## config.mk

```make
export PLATFORM = sky130hd
export DESIGN_NAME = double_ended_queue
export DESIGN_NICKNAME = d
export VERILOG_FILES = /design/src/hw/rtl/dq_pkg.sv /design/src/hw/rtl/dq_front.sv /design/src/hw/rtl/dq_cmdq.sv /design/src/hw/rtl/dq_back.sv /design/src/hw/rtl/double_ended_queue.sv
export SDC_FILE = /design/constraint.sdc
export NUM_CORES = 1
export LEC_CHECK = 0
export ABC_AREA = 1
export BUFFER_PORTS_ARGS = -buffer_cell sky130_fd_sc_hd__clkbuf_2
export CAP_MARGIN = 25
export CORE_MARGIN = 2
export CORE_UTILIZATION = 67
export DETAILED_ROUTE_END_ITERATION = 8
export MAX_ROUTING_LAYER = met4
export PLACE_DENSITY_LB_ADDON = 0.05
export SLEW_MARGIN = 40
export SYNTH_ARGS = -nofsm -noshare
export SYNTH_HDL_FRONTEND = slang
export SYNTH_HIERARCHICAL = 1
export SYNTH_SLANG_ARGS = --single-unit
```

## constraint.sdc

```tcl
create_clock -name clk -period 9.43 [get_ports clk]
set_clock_uncertainty 0.2 [all_clocks]
set_input_delay 0 -clock clk [delete_from_list [all_inputs] [get_ports clk]]
set_output_delay 0 -clock clk [all_outputs]
set_load 0.005 [all_outputs]
```

## src/hw/rtl/dq_pkg.sv

```systemverilog
// shared types and constants of the double-ended queue
// operation codes, result status codes and the command passed from front to back
// no dependencies
package dq_pkg;

  localparam int DEPTH_DEFAULT = 16;
  localparam int RESULT_LIMIT  = 16;
  localparam int CMDQ_DEPTH    = 2;
  localparam int VALUE_W       = 32;
  localparam int KIND_W        = 3;
  localparam int STATUS_W      = 2;

  typedef enum logic [KIND_W-1:0] {
    OP_PUSH_FRONT = 3'd0,
    OP_PUSH_BACK  = 3'd1,
    OP_POP_FRONT  = 3'd2,
    OP_POP_BACK   = 3'd3,
    OP_DUMP       = 3'd4
  } op_t;

  localparam logic [STATUS_W-1:0] ST_OK    = 2'd0;
  localparam logic [STATUS_W-1:0] ST_EMPTY = 2'd1;
  localparam logic [STATUS_W-1:0] ST_FULL  = 2'd2;

  typedef struct packed {
    op_t                       op;
    logic signed [VALUE_W-1:0] value;
  } cmd_t;

endpackage

```

## src/hw/rtl/dq_front.sv

```systemverilog
// front end of the double-ended queue: accepts input transfers and decodes the kind
// unknown kinds are consumed and dropped; depends on dq_pkg
module dq_front (
  input  logic                               in_valid,
  output logic                               in_stall,
  input  logic [dq_pkg::KIND_W-1:0]          in_kind,
  input  logic signed [dq_pkg::VALUE_W-1:0]  in_value,
  input  logic                               q_full,
  output logic                               q_push,
  output dq_pkg::cmd_t                       q_cmd
);

  logic known;

  always_comb begin
    known    = 1'b1;
    q_cmd.op = dq_pkg::OP_PUSH_FRONT;
    unique case (in_kind)
      dq_pkg::OP_PUSH_FRONT: q_cmd.op = dq_pkg::OP_PUSH_FRONT;
      dq_pkg::OP_PUSH_BACK:  q_cmd.op = dq_pkg::OP_PUSH_BACK;
      dq_pkg::OP_POP_FRONT:  q_cmd.op = dq_pkg::OP_POP_FRONT;
      dq_pkg::OP_POP_BACK:   q_cmd.op = dq_pkg::OP_POP_BACK;
      dq_pkg::OP_DUMP:       q_cmd.op = dq_pkg::OP_DUMP;
      default:               known    = 1'b0;
    endcase
    q_cmd.value = in_value;
  end

  assign in_stall = q_full;
  assign q_push   = in_valid && !q_full && known;

endmodule

```

## src/hw/rtl/dq_cmdq.sv

```systemverilog
// short command queue between front and back of the double-ended queue
// register-based fifo of decoded commands; depends on dq_pkg
module dq_cmdq (
  input  logic         clk,
  input  logic         rst_n,
  input  logic         push,
  input  dq_pkg::cmd_t push_cmd,
  output logic         full,
  output logic         pop_valid,
  input  logic         pop_take,
  output dq_pkg::cmd_t pop_cmd
);

  localparam int QD    = dq_pkg::CMDQ_DEPTH;
  localparam int PTR_W = (QD > 1) ? $clog2(QD) : 1;
  localparam int CNT_W = $clog2(QD + 1);

  dq_pkg::cmd_t     q_r [QD];
  logic [PTR_W-1:0] wr_ptr_r, wr_ptr_nxt;
  logic [PTR_W-1:0] rd_ptr_r, rd_ptr_nxt;
  logic [CNT_W-1:0] cnt_r, cnt_nxt;
  logic             do_pop;

  assign full      = (cnt_r == CNT_W'(QD));
  assign pop_valid = (cnt_r != '0);
  assign pop_cmd   = q_r[rd_ptr_r];
  assign do_pop    = pop_valid && pop_take;

  always_comb begin
    wr_ptr_nxt = wr_ptr_r;
    rd_ptr_nxt = rd_ptr_r;
    cnt_nxt    = cnt_r;
    if (push) begin
      wr_ptr_nxt = (wr_ptr_r == PTR_W'(QD - 1)) ? '0 : wr_ptr_r + 1'b1;
    end
    if (do_pop) begin
      rd_ptr_nxt = (rd_ptr_r == PTR_W'(QD - 1)) ? '0 : rd_ptr_r + 1'b1;
    end
    if (push && !do_pop) begin
      cnt_nxt = cnt_r + 1'b1;
    end else if (do_pop && !push) begin
      cnt_nxt = cnt_r - 1'b1;
    end
  end

  always_ff @(posedge clk) begin
    if (!rst_n) begin
      wr_ptr_r <= '0;
      rd_ptr_r <= '0;
      cnt_r    <= '0;
    end else begin
      wr_ptr_r <= wr_ptr_nxt;
      rd_ptr_r <= rd_ptr_nxt;
      cnt_r    <= cnt_nxt;
    end
  end

  always_ff @(posedge clk) begin
    if (push) begin
      q_r[wr_ptr_r] <= push_cmd;
    end
  end

endmodule

```

## src/hw/rtl/dq_back.sv

```systemverilog
// back end of the double-ended queue: ring store, front pointer, count and result register
// executes one command at a time; depends on dq_pkg
module dq_back #(
  parameter int DEPTH = dq_pkg::DEPTH_DEFAULT
) (
  input  logic                               clk,
  input  logic                               rst_n,
  input  logic                               cmd_valid,
  output logic                               cmd_take,
  input  dq_pkg::cmd_t                       cmd,
  output logic                               out_valid,
  input  logic                               out_stall,
  output logic signed [dq_pkg::VALUE_W-1:0]  out_value_res,
  output logic [dq_pkg::STATUS_W-1:0]        out_status,
  output logic                               out_last
);

  localparam int IDX_W = (DEPTH > 1) ? $clog2(DEPTH) : 1;
  localparam int CNT_W = $clog2(DEPTH + 1);
  localparam int CMP_W = CNT_W + 1;

  typedef enum logic [2:0] {
    S_IDLE = 3'b001,
    S_POP  = 3'b010,
    S_DUMP = 3'b100
  } state_t;

  state_t           state_r, state_nxt;
  logic [IDX_W-1:0] front_r, front_nxt;
  logic [CNT_W-1:0] count_r, count_nxt;
  logic [IDX_W-1:0] off_r, off_nxt;

  logic                               out_valid_r, out_valid_nxt;
  logic signed [dq_pkg::VALUE_W-1:0]  out_value_r, out_value_nxt;
  logic [dq_pkg::STATUS_W-1:0]        out_status_r, out_status_nxt;
  logic                               out_last_r, out_last_nxt;

  logic signed [dq_pkg::VALUE_W-1:0]  mem [DEPTH];
  logic signed [dq_pkg::VALUE_W-1:0]  rd_data_r;
  logic [IDX_W-1:0]                   rd_addr;
  logic [IDX_W-1:0]                   wr_addr;
  logic                               wr_en;

  logic             out_free;
  logic             is_full;
  logic             is_empty;
  logic [CMP_W-1:0] off_plus;
  logic             dump_last;
  logic [IDX_W-1:0] front_dec;

  function automatic logic [IDX_W-1:0] slot_of(input logic [IDX_W-1:0] base,
                                               input logic [IDX_W-1:0] off);
    logic [IDX_W:0] sum;
    sum = (IDX_W+1)'(base) + (IDX_W+1)'(off);
    if (sum >= (IDX_W+1)'(DEPTH)) begin
      sum = sum - (IDX_W+1)'(DEPTH);
    end
    return sum[IDX_W-1:0];
  endfunction

  assign out_free  = !out_valid_r || !out_stall;
  assign is_full   = (count_r == CNT_W'(DEPTH));
  assign is_empty  = (count_r == '0);
  assign off_plus  = CMP_W'(off_r) + 1'b1;
  assign dump_last = (off_plus == CMP_W'(count_r)) ||
                     (off_plus == CMP_W'(dq_pkg::RESULT_LIMIT));
  assign front_dec = (front_r == '0) ? IDX_W'(DEPTH - 1) : front_r - 1'b1;
  assign cmd_take  = (state_r == S_IDLE) && cmd_valid && out_free;
  assign rd_addr   = slot_of(front_r, off_nxt);

  always_comb begin
    state_nxt      = state_r;
    front_nxt      = front_r;
    count_nxt      = count_r;
    off_nxt        = off_r;
    wr_en          = 1'b0;
    wr_addr        = front_dec;
    out_valid_nxt  = out_valid_r && out_stall;
    out_value_nxt  = out_value_r;
    out_status_nxt = out_status_r;
    out_last_nxt   = out_last_r;

    unique case (state_r)
      S_IDLE: begin
        if (cmd_take) begin
          out_valid_nxt  = 1'b1;
          out_value_nxt  = '0;
          out_status_nxt = dq_pkg::ST_OK;
          out_last_nxt   = 1'b1;
          unique case (cmd.op)
            dq_pkg::OP_PUSH_FRONT: begin
              if (is_full) begin
                out_status_nxt = dq_pkg::ST_FULL;
              end else begin
                wr_en     = 1'b1;
                wr_addr   = front_dec;
                front_nxt = front_dec;
                count_nxt = count_r + 1'b1;
              end
            end
            dq_pkg::OP_PUSH_BACK: begin
              if (is_full) begin
                out_status_nxt = dq_pkg::ST_FULL;
              end else begin
                wr_en     = 1'b1;
                wr_addr   = slot_of(front_r, IDX_W'(count_r));
                count_nxt = count_r + 1'b1;
              end
            end
            dq_pkg::OP_POP_FRONT: begin
              if (is_empty) begin
                out_status_nxt = dq_pkg::ST_EMPTY;
              end else begin
                out_valid_nxt = 1'b0;
                off_nxt       = '0;
                front_nxt     = slot_of(front_r, IDX_W'(1));
                count_nxt     = count_r - 1'b1;
                state_nxt     = S_POP;
              end
            end
            dq_pkg::OP_POP_BACK: begin
              if (is_empty) begin
                out_status_nxt = dq_pkg::ST_EMPTY;
              end else begin
                out_valid_nxt = 1'b0;
                off_nxt       = IDX_W'(count_r - 1'b1);
                count_nxt     = count_r - 1'b1;
                state_nxt     = S_POP;
              end
            end
            dq_pkg::OP_DUMP: begin
              if (is_empty) begin
                out_status_nxt = dq_pkg::ST_EMPTY;
              end else begin
                out_valid_nxt = 1'b0;
                off_nxt       = '0;
                state_nxt     = S_DUMP;
              end
            end
            default: out_valid_nxt = 1'b0;
          endcase
        end
      end
      S_POP: begin
        if (out_free) begin
          out_valid_nxt  = 1'b1;
          out_value_nxt  = rd_data_r;
          out_status_nxt = dq_pkg::ST_OK;
          out_last_nxt   = 1'b1;
          state_nxt      = S_IDLE;
        end
      end
      S_DUMP: begin
        if (out_free) begin
          out_valid_nxt  = 1'b1;
          out_value_nxt  = rd_data_r;
          out_status_nxt = dq_pkg::ST_OK;
          out_last_nxt   = dump_last;
          if (dump_last) begin
            state_nxt = S_IDLE;
          end else begin
            off_nxt = off_r + 1'b1;
          end
        end
      end
      default: state_nxt = S_IDLE;
    endcase
  end

  always_ff @(posedge clk) begin
    if (!rst_n) begin
      state_r     <= S_IDLE;
      front_r     <= '0;
      count_r     <= '0;
      off_r       <= '0;
      out_valid_r <= 1'b0;
    end else begin
      state_r     <= state_nxt;
      front_r     <= front_nxt;
      count_r     <= count_nxt;
      off_r       <= off_nxt;
      out_valid_r <= out_valid_nxt;
    end
  end

  always_ff @(posedge clk) begin
    out_value_r  <= out_value_nxt;
    out_status_r <= out_status_nxt;
    out_last_r   <= out_last_nxt;
  end

  // ring store, one write and one registered read per cycle
  always_ff @(posedge clk) begin
    if (wr_en) begin
      mem[wr_addr] <= cmd.value;
    end
    rd_data_r <= mem[rd_addr];
  end

  assign out_valid     = out_valid_r;
  assign out_value_res = out_value_r;
  assign out_status    = out_status_r;
  assign out_last      = out_last_r;

endmodule

```

## src/hw/rtl/double_ended_queue.sv

```systemverilog
// top level of the double-ended queue: front decoder, command queue and back end
// depends on dq_pkg, dq_front, dq_cmdq and dq_back
//
// usage:
//   input channel in_valid/in_stall carries in_kind and in_value; a transfer happens
//   on a clock edge with in_valid high and in_stall low. kinds: push front, push back,
//   pop front, pop back, dump all; other kinds are taken and dropped without a result.
//   result channel out_valid/out_stall carries out_value_res, out_status, out_last.
//   a push or pop gives one result; a dump gives one result per stored entry, front to
//   back, at most sixteen, with out_last on the final one; an empty queue gives status
//   empty, a push into a full queue is dropped with status full.
//   path: an input transfer is written into the command queue, the back end takes it and
//   registers the result; a pop or dump result also passes the registered ring store read.
//   the back end runs one command at a time and takes no new command until a pop or dump
//   has emitted its last result.
//   a two-entry command queue lets input transfers continue while the back end is busy.
//   reset (rst_n low, synchronous) empties the queue and clears all handshake state;
//   store contents are not cleared.
//   while out_stall and out_valid are high the result register holds and the back end waits; input
//   transfers go on until the command queue fills and in_stall rises.
module double_ended_queue #(
  parameter int DEPTH = dq_pkg::DEPTH_DEFAULT
) (
  input  logic                               clk,
  input  logic                               rst_n,
  input  logic                               in_valid,
  output logic                               in_stall,
  input  logic [dq_pkg::KIND_W-1:0]          in_kind,
  input  logic signed [dq_pkg::VALUE_W-1:0]  in_value,
  output logic                               out_valid,
  input  logic                               out_stall,
  output logic signed [dq_pkg::VALUE_W-1:0]  out_value_res,
  output logic [dq_pkg::STATUS_W-1:0]        out_status,
  output logic                               out_last
);

  logic         q_full;
  logic         q_push;
  dq_pkg::cmd_t q_cmd;
  logic         cmd_valid;
  logic         cmd_take;
  dq_pkg::cmd_t cmd;

  dq_front u_front (
    .in_valid (in_valid),
    .in_stall (in_stall),
    .in_kind  (in_kind),
    .in_value (in_value),
    .q_full   (q_full),
    .q_push   (q_push),
    .q_cmd    (q_cmd)
  );

  dq_cmdq u_cmdq (
    .clk       (clk),
    .rst_n     (rst_n),
    .push      (q_push),
    .push_cmd  (q_cmd),
    .full      (q_full),
    .pop_valid (cmd_valid),
    .pop_take  (cmd_take),
    .pop_cmd   (cmd)
  );

  dq_back #(
    .DEPTH (DEPTH)
  ) u_back (
    .clk           (clk),
    .rst_n         (rst_n),
    .cmd_valid     (cmd_valid),
    .cmd_take      (cmd_take),
    .cmd           (cmd),
    .out_valid     (out_valid),
    .out_stall     (out_stall),
    .out_value_res (out_value_res),
    .out_status    (out_status),
    .out_last      (out_last)
  );

endmodule
```

---- Yosys cells after proc, flatten, opt, wreduce, memory -nomap -nowiden ----
Memory sizes are Yosys's and may differ from the RTL's. A register that Yosys moved wholly into a read port is not among the register bits.
Cells that the tools add are included.
word-level totals
  output and inout port bits .............. 37
  word-level logic and storage cells ...... 157
  memories kept ........................... 2
  memory bits (writable) .................. 582
  register bits ........................... 56
memories
  name        words  width  rd ports  clocked after Yosys merged registers in  wr ports  RTL line       RTL
  u_back.mem  16     32     1         1                                        1         dq_back.sv:38  logic signed [dq_pkg::VALUE_W-1:0] mem [DEPTH];
  u_cmdq.q_r  2      35     1         1                                        1         dq_cmdq.sv:18  dq_pkg::cmd_t q_r [QD];
operators by class
  reduce and logical (&&, ||, !) cells .... 36
  muxes and demuxes ....................... 63
  add/subtract/negate cells ............... 15
  order comparisons ....................... 3
  equal/unequal tests ..................... 27
operators by type and width
  cell                                                                    count
  32-bit two-way mux                                                      2
  32-bit one-hot mux with 2 select lines                                  1
  4-bit two-way mux                                                       15
  4-bit one-hot mux with 2 select lines                                   3
  1-bit two-way mux                                                       20
  3-bit two-way mux                                                       6
  4-bit by 1-bit subtractor with 4-bit output (second input constant)     4
  3-bit by 2-bit equality test with 1-bit output (second input constant)  5
  5-bit greater-or-equal comparator (second input constant)               3
  3-bit one-hot mux with 4 select lines                                   1
  4-bit by 1-bit adder with 5-bit output (second input constant)          2
  4-bit by 4-bit adder with 5-bit output                                  2
  2-bit two-way mux                                                       5
  5-bit two-way mux                                                       2
  2-bit != test (second input constant)                                   5
  5-bit one-hot mux with 2 select lines                                   1
  5-bit AND reduction                                                     2
  2-bit nonzero test                                                      5
  3-bit by 1-bit equality test with 1-bit output (second input constant)  3
  3-bit equality test (second input constant)                             3
  3-bit != test (second input constant)                                   3
  3-bit one-hot mux with 3 select lines                                   1
  1-bit logical AND                                                       8
  2-bit by 1-bit != test with 1-bit output (second input constant)        4
  26 further kinds                                                        38

---- Depth between registers and ports, before layout ----
Gate-level depths: netlist (run 1).
  word-level depth ........................ 9
  depth in mapped cells ................... 26
  depth with buffers taken out ............ 23

---- Modules after synthesis ----
Netlist (run 1), hierarchy kept.
modules (own cells, without submodules)
  module    times used  cells each  area an instance (µm²)
  dq_back   1           1917        23995.5
  dq_cmdq   1           145         2915.3
  dq_front  1           44          295.3

---- Worst setup path after synthesis (run 1) ----
Ideal clock, no wire load.
  path kind ............................... register to register
  start point ............................. register (tool-made name)
  end point ............................... memory u_back/mem[0][0] (netlist name), enable pin
  setup time .............................. 421 ps
  cell stages (with the launch flop) ...... 11
  clock period less this slack ............ 3909 ps
  arrival ................................. 3287 ps
  path slack .............................. 5521 ps
  cell sequence ........................... dfxtp_1 buf_6 buf_12 mux2_4 nor3_1 inv_1 nor3_2 o21ai_0 inv_1 nand3_1 nor2_1
RTL lines
  what           RTL line
  end, declared  dq_back.sv:38

==> results_dict.tcl, run 1 <==
set metrics [dict create \
    status "complete, no violations" \
    cts_buffers 67 \
    worstSetupStartpointType "flip-flop" \
    coreArea_um2 39900 \
    initial_core_util_pct 68.2 \
    hold_start "in_kind[2]" \
    path_buf_inv 8 \
    async_reset_ff_share_pct 0 \
    ys_warn_count 6 \
    cp_top_family "buffers and inverters" \
    finalSetupViolCount 0 \
    cp.required_ns 9.74 \
    synth_top_flop_cell "edfxtp_1" \
    drc_errors 0 \
    leakage_nw 10.8 \
    antennaDiodeCount 0 \
    yosysSeqAreaShare_pct 72.1 \
    power_mw 11.2 \
    cts_max_level 3 \
    tritoncts "done" \
    gp_congestion 0.875 \
    post_synth.cell_area_avg_um2 12.9 \
    synth_area_leaders "edfxtp_1 68%, nand2_1 4.8%, dfxtp_1 4.0%" \
    cts_hold_buf 72 \
    end_kind "flip-flop" \
    worstSetupPathType "reg2reg" \
    cp_common_cell "nand2_1" \
    clockRootBuffer "clkbuf_16" \
    fmax_mhz 172 \
    wire_per_inst_um 22.1 \
    final_area_um2 30600 \
    ir_worst_vdd_v 0.000497 \
    whs_endpoint "u_cmdq/q_r[1][33]" \
    power-per-cell-area_nw_per_um2 367 \
    clk_latency_ns 0.59 \
    syn_to_final_growth_pct 12.7 \
    rr_worst_depth 25 \
    final_antenna_net_count 0 \
    grt_pass1_vias 16598 \
    grt_pass1_wl_mm 93.2 \
    hold_viol_final 0 \
    post-cts-setup-buffers 0 \
    synthesis.nets 2162 \
    finalMaxSlewViolations 0 \
    drive_gt1_share_pct 13.9 \
    die_h_um 206 \
    grt_start_max_net_pins 198 \
    tightest_slew_ns 0.911 \
    synth.cell_area_um2 27200 \
    portBuffers 75 \
    antenna_found_initial 0 \
    placement_rows 73 \
    holdPathStages 3 \
    cts.sinks 671 \
    cp_slowest_cell "inv_4" \
    cpPeakStageDelay_ns 0.60 \
    first_pass_iters 7 \
    synth_top_area_share_pct 68.1 \
    synth_cell_types 45 \
    syn_inst 2106 \
    synth.largest_area_cell "edfxtp_1" \
    synth_edf_count 617 \
    cts.repair.resized 0 \
    track_usage_pct 30.6 \
    place_area_um2 27800 \
    wl_mm 61.3 \
    final_nets 2253 \
    grt_overflow 0 \
    crit_path_max_fanout 86 \
    n_fill_cell 2398 \
    dieArea_um2 42200 \
    drv_cap 0 \
    holdCritPathClass "in2reg" \
    viasPerCell 6.16 \
    drt_iter0_markers 1817 \
    critPathArrivalTime_ns 6.13 \
    dieWidth_um 206 \
    r2r-end "u_back/rd_data_r[9]" \
    io_pins 76 \
    place.detailed.hpwl_mm 31.4 \
    rsz0062_at_grt "no" \
    setup_tns_ns 0 \
    r2r_slack_ns 3.60 \
    vias 17049 \
    max-clock-path-buffers 3 \
    fin_crit_sh_pct 61.8 \
    ys_ff_latch 671 \
    min_period_ns 5.83 \
    path_clk_slew_ns 0.06 \
    relSlewSlack_pct 39.3 \
]
## where the power goes
group | switching (mW) | total, mW | internal (mW)
Clock | 1.06 | 2.58 | 1.52
Sequential | 0.104 | 3.74 | 3.64
Combinational | 3.33 | 4.91 | 1.59
Total | 4.50 | 11.2 | 6.74
## stage by stage
| stage | std cells | hold WS [ns] | worst slack [ns] | utilization (%) |
|---|---|---|---|---|
| floorplan | 2106 | -0.101 | 5.52 | - |
| global route | 2769 | 0.113 | 3.13 | 76.8 |
| global placement | 2580 | -0.0114 | 3.64 | 69.6 |
| CTS | 2769 | 0.0914 | 3.70 | 76.8 |
| finish | 2769 | 0.123 | 3.60 | 76.8 |
| detailed placement | 2581 | -0.00785 | 3.72 | 69.7 |
## layout make-up
type	instances	area (um^2)	share of cell area (%)
inverter	96	375	1.22
sequential	671	19600	64.0
clock inverter	30	299	0.976
multi-input combinational	1187	6570	21.4
timing repair buffer	174	1330	4.34
tap	525	657	2.14
clock buffer	86	1810	5.90
## cell usage after synthesis (all sizes together) (5+ instances only)
cell    count
edfxtp    617
nand2     385
nor2      217
o21ai     211
inv        94
a21oi      77
buf        77
clkbuf     75
a32o       64
o22ai      64
nand3      63
dfxtp      54
mux2       35
ha         15
nor3       12
xor2        8
a211oi      7
nand4       6
o21a        5
## registers in the layout (all words and copies together), names as in the netlist, named ones only
register / count
u_back/mem: 512
u_cmdq/q_r: 70
u_back/out_value_res: 32
u_back/rd_data_r: 32
u_back/count_r: 5
u_back/front_r: 4
u_back/off_r: 4
u_back/state_r: 3
u_back/out_status: 2
u_cmdq/cnt_r: 2
u_back/out_last: 1
u_back/out_valid: 1
u_cmdq/rd_ptr_r: 1
u_cmdq/wr_ptr_r: 1
## how the worst max path moves through the flow
stage / cells past startpoint / slack, ns / startpoint / to
after floorplan: 10 / 5.52 / flip-flop / u_back/mem[0][0]
after global placement: 25 / 3.64 / flip-flop / u_back/rd_data_r[16]
after detailed placement: 25 / 3.72 / flip-flop / u_back/rd_data_r[31]
after CTS: 25 / 3.70 / flip-flop / u_back/rd_data_r[9]
after global routing: 25 / 3.13 / flip-flop / u_back/rd_data_r[3]
final: 25 / 3.60 / flip-flop / u_back/rd_data_r[9]
## worst reg2reg max path: stages (launching register included)
cell	delay, ns
dfxtp_2	0.31
buf_4	0.51
mux2_4	0.37
inv_1	0.10
nand2_1	0.23
nand2_1	0.18
nand2_1	0.11
nor2_4	0.15
inv_1	0.10
nand2_1	0.07
nand3_1	0.06
nand3_1	0.08
inv_1	0.05
nor2_1	0.16
ha_4	0.16
inv_1	0.05
fa_2	0.42
buf_4	0.36
inv_4	0.64
buf_6	0.60
o21ai_0	0.31
o22ai_1	0.16
nand2_1	0.06
o21ai_0	0.09
nand3_1	0.11
nand2_1	0.11
## routing by layer
| metal | track usage [%] | share of wire [%] |
|---|---|---|
| met3 | 4.34 | 7.4 |
| met5 | - | 0 |
| met1 | 42.8 | 42 |
| met4 | 10.3 | 3.0 |
| met2 | 47.1 | 48 |
## placed cells by master, fill, tap and decap left out, drive strengths merged, types with 6 or more instances in the layout
cell and instances:
dfxtp 54, inv 97, bufinv 6, nand2 385, clkinv 23, clkbuf 161, nor3 12, xor2 8
a211oi 7, mux2 35, buf 27, a21oi 77, edfxtp 617, a32o 64, nand4 6, o22ai 64
nand3 63, o21ai 211, dlygate4sd3 72, ha 15, nor2 217
## logic make-up (layout without fill, tap and decap cells)
| group | after synthesis | count (layout) | synth area share (%) |
|---|---|---|---|
| compound gates | 436 | 436 | 9.67 |
| xor+xnor | 12 | 12 | 0.386 |
| mux | 35 | 35 | 1.86 |
| fa+ha+maj | 17 | 17 | 0.837 |
| flops | 671 | 671 | 72.1 |
| buf+inv | 248 | 386 | 4.42 |
| simple gates | 687 | 687 | 10.7 |
Power figures use the tool's default switching activity.
==> run 2: changes to the inputs <==
--- a/config.mk
+++ b/config.mk
@@ -9,7 +9,7 @@
 export BUFFER_PORTS_ARGS = -buffer_cell sky130_fd_sc_hd__clkbuf_2
 export CAP_MARGIN = 25
 export CORE_MARGIN = 2
-export CORE_UTILIZATION = 67
+export CORE_UTILIZATION = 56
 export DETAILED_ROUTE_END_ITERATION = 8
 export MAX_ROUTING_LAYER = met4
 export PLACE_DENSITY_LB_ADDON = 0.05
==> constraint.sdc (replaced) <==
create_clock -name clk -period 5 [get_ports clk]
set_clock_uncertainty 0.2 [all_clocks]
set_input_delay 0 -clock clk [delete_from_list [all_inputs] [get_ports clk]]
set_output_delay 0 -clock clk [all_outputs]
set_load 0.005 [all_outputs]
==> results_dict.tcl, run 2 (synthesis gave the netlist of run 1 again) <==
set metrics [dict create \
    antennaDiodeCount 0 \
    grt_overflow 0 \
    end_kind "flip-flop" \
    final_antenna_net_count 0 \
    initial_core_util_pct 56.9 \
    mostFrequentLayoutCells "617 x edfxtp_1, 350 x nand2_1, 210 x o21ai_0, 197 x nor2_1, 87 x inv_1" \
    p_int_mw 12.8 \
    place_area_um2 28200 \
    coreArea_um2 47800 \
    io_pins 76 \
    leakage_nw 10.9 \
    gp_congestion 0.876 \
    drc_errors 0 \
    path_cells "ha_1 > nand3_1 > or3b_4 > nand3_2 > inv_1 > nand2_1 > nand3_1 > nand3_1 > inv_1 > nor2_1 > ha_4 > inv_1 > fa_2 > buf_4 > o21ai_0 > o22ai_1 > nand2_1 > o21ai_0 > nand3_1 > nand2_1" \
    cp_slowest_cell "buf_4" \
    drive_gt1_share_pct 14.1 \
    worstSetupPathType "reg2reg" \
    cts_hold_buf 72 \
    viasPerCell 5.83 \
    swShare_pct 39.8 \
    r2r_slack_ns 0.46 \
    vias 16796 \
    final_nets 2272 \
    post-cts-setup-buffers 0 \
    place_ws_ns 0.493 \
    first_pass_iters 5 \
    tritoncts "done" \
    cp_common_cell "nand3_1" \
    fin_cells 2883 \
    drv_cap 0 \
    wire_per_inst_um 21.9 \
    grt_start_max_net_pins 153 \
    final_area_um2 30900 \
    grt_pass1_vias 16252 \
    dieArea_um2 50400 \
    status "complete, no violations" \
    finalWorstSetupSlack_ns 0.462 \
    max-clock-path-buffers 3 \
    cpPeakStageDelay_ns 0.64 \
    final_common_cell "edfxtp_1" \
    wl_mm 63.2 \
    tightest_slew_ns 0.796 \
    track_usage_pct 26.2 \
    grt_pass1_wl_mm 95.6 \
    cts_buffers 68 \
    p_sw_mw 8.51 \
    setup_tns_ns 0 \
    largest_register_ff_count 512 \
    top_register "u_back/mem" \
    p_seq_share_pct 33.1 \
    combPwrFrac_pct 44.9 \
    holdCritPathClass "in2reg" \
    placement_rows 80 \
    crit_path_max_fanout 64 \
    power_mw 21.4 \
    top_regs "u_back/mem (512), u_cmdq/q_r (70)" \
    cp-startpoint "u_back/off_r[0]" \
    fmax_mhz 220 \
    dieWidth_um 224 \
    dp.cells 2689 \
    finalMaxSlewViolations 0 \
    cp.required_ns 5.33 \
    syn_to_final_growth_pct 13.7 \
    die_h_um 224 \
    crit-reg2reg-launch "u_back/off_r[0]" \
    place.detailed.hpwl_mm 33.5 \
    worstSetupStartpointType "flip-flop" \
    relSlewSlack_pct 46.9 \
    hold_start "in_value[21]" \
    min_period_ns 4.54 \
    fin_crit_sh_pct 90.8 \
    cts.repair.resized 0 \
    antenna_found_initial 2 \
    path_clk_slew_ns 0.06 \
    cts.sinks 671 \
    rsz0062_at_grt "no" \
    power-per-cell-area_nw_per_um2 691 \
    portBuffers 75 \
    ir_worst_vdd_v 0.000803 \
    critPathArrivalTime_ns 4.87 \
    hold_viol_final 0 \
    cts_max_level 3 \
    clkPwrFrac_pct 22.0 \
    clk_latency_ns 0.58 \
    clockRootBuffer "clkbuf_16" \
    drt_iter0_markers 1583 \
    finalSetupViolCount 0 \
]
## run 2: cell types whose count changed in the layout (fill, tap and decap cells not counted), moves of 2 or more
cell	before	now
clkbuf_1	13	26
buf_4	22	34
buf_12	1	10
bufinv_16	6	1
clkbuf_16	67	71
buf_6	3	0
clkbuf_8	6	3
clkinv_2	11	8
clkinv_1	11	13
## run 2: worst paths after layout
path	to	cells past startpoint
hold / removal	u_cmdq/q_r[1][21]	2
setup / recovery	u_back/rd_data_r[26]	20
hold reg to reg	u_cmdq/rd_ptr_r	2
setup reg to reg	u_back/rd_data_r[26]	20
## run 2: layout make-up
cell class	instances	area [um^2]
Clock buffer	100	1920
Clock inverter	22	124
Fill cell	3594	16900
Inverter	96	373
Multi-Input combinational cell	1187	6560
Sequential cell	671	19600
Tap cell	615	769
Timing Repair Buffer	192	1570
## run 2: metal layers
metal  track usage, %  wire (um)  part of all wire, %  vias to the layer above
met1             36.4      28300                   45                     8358
met4             7.24       1220                  1.9                        0
met3             3.61       3810                  6.0                      100
li1                 -          -                    -                     7803
met5                -          0                    0                        -
met2             41.2      30000                   47                      535
## run 2: through the flow
step           utilization (%)  hold slack (ns)
6_report                  64.6           0.0246
5_1_grt                   64.6           0.0238
4_1_cts                   64.6          0.00414
3_5_place_dp              58.9         -0.00700
3_3_place_gp              58.8          -0.0115
2_1_floorplan                -           -0.101
## run 2: critical path: cells and delay by family, from the launching register on
kind | cells | cell delay [ns]
DFF | 1 | 0.53
buffers and inverters | 4 | 0.82
and+or+nand+nor | 10 | 1.34
adders and majority gates | 3 | 1.01
AOI/OAI and AO/OA | 3 | 0.53
## run 2: power groups by stage
stage	clock network, mW	registers (mW)	logic (mW)
after CTS	4.80	7.07	9.64
after detailed placement	0	7.18	9.53
after floorplan	0	7.13	6.92
after global placement	0	7.18	9.38
after global routing	5.00	7.10	10.7
final	4.70	7.06	9.59
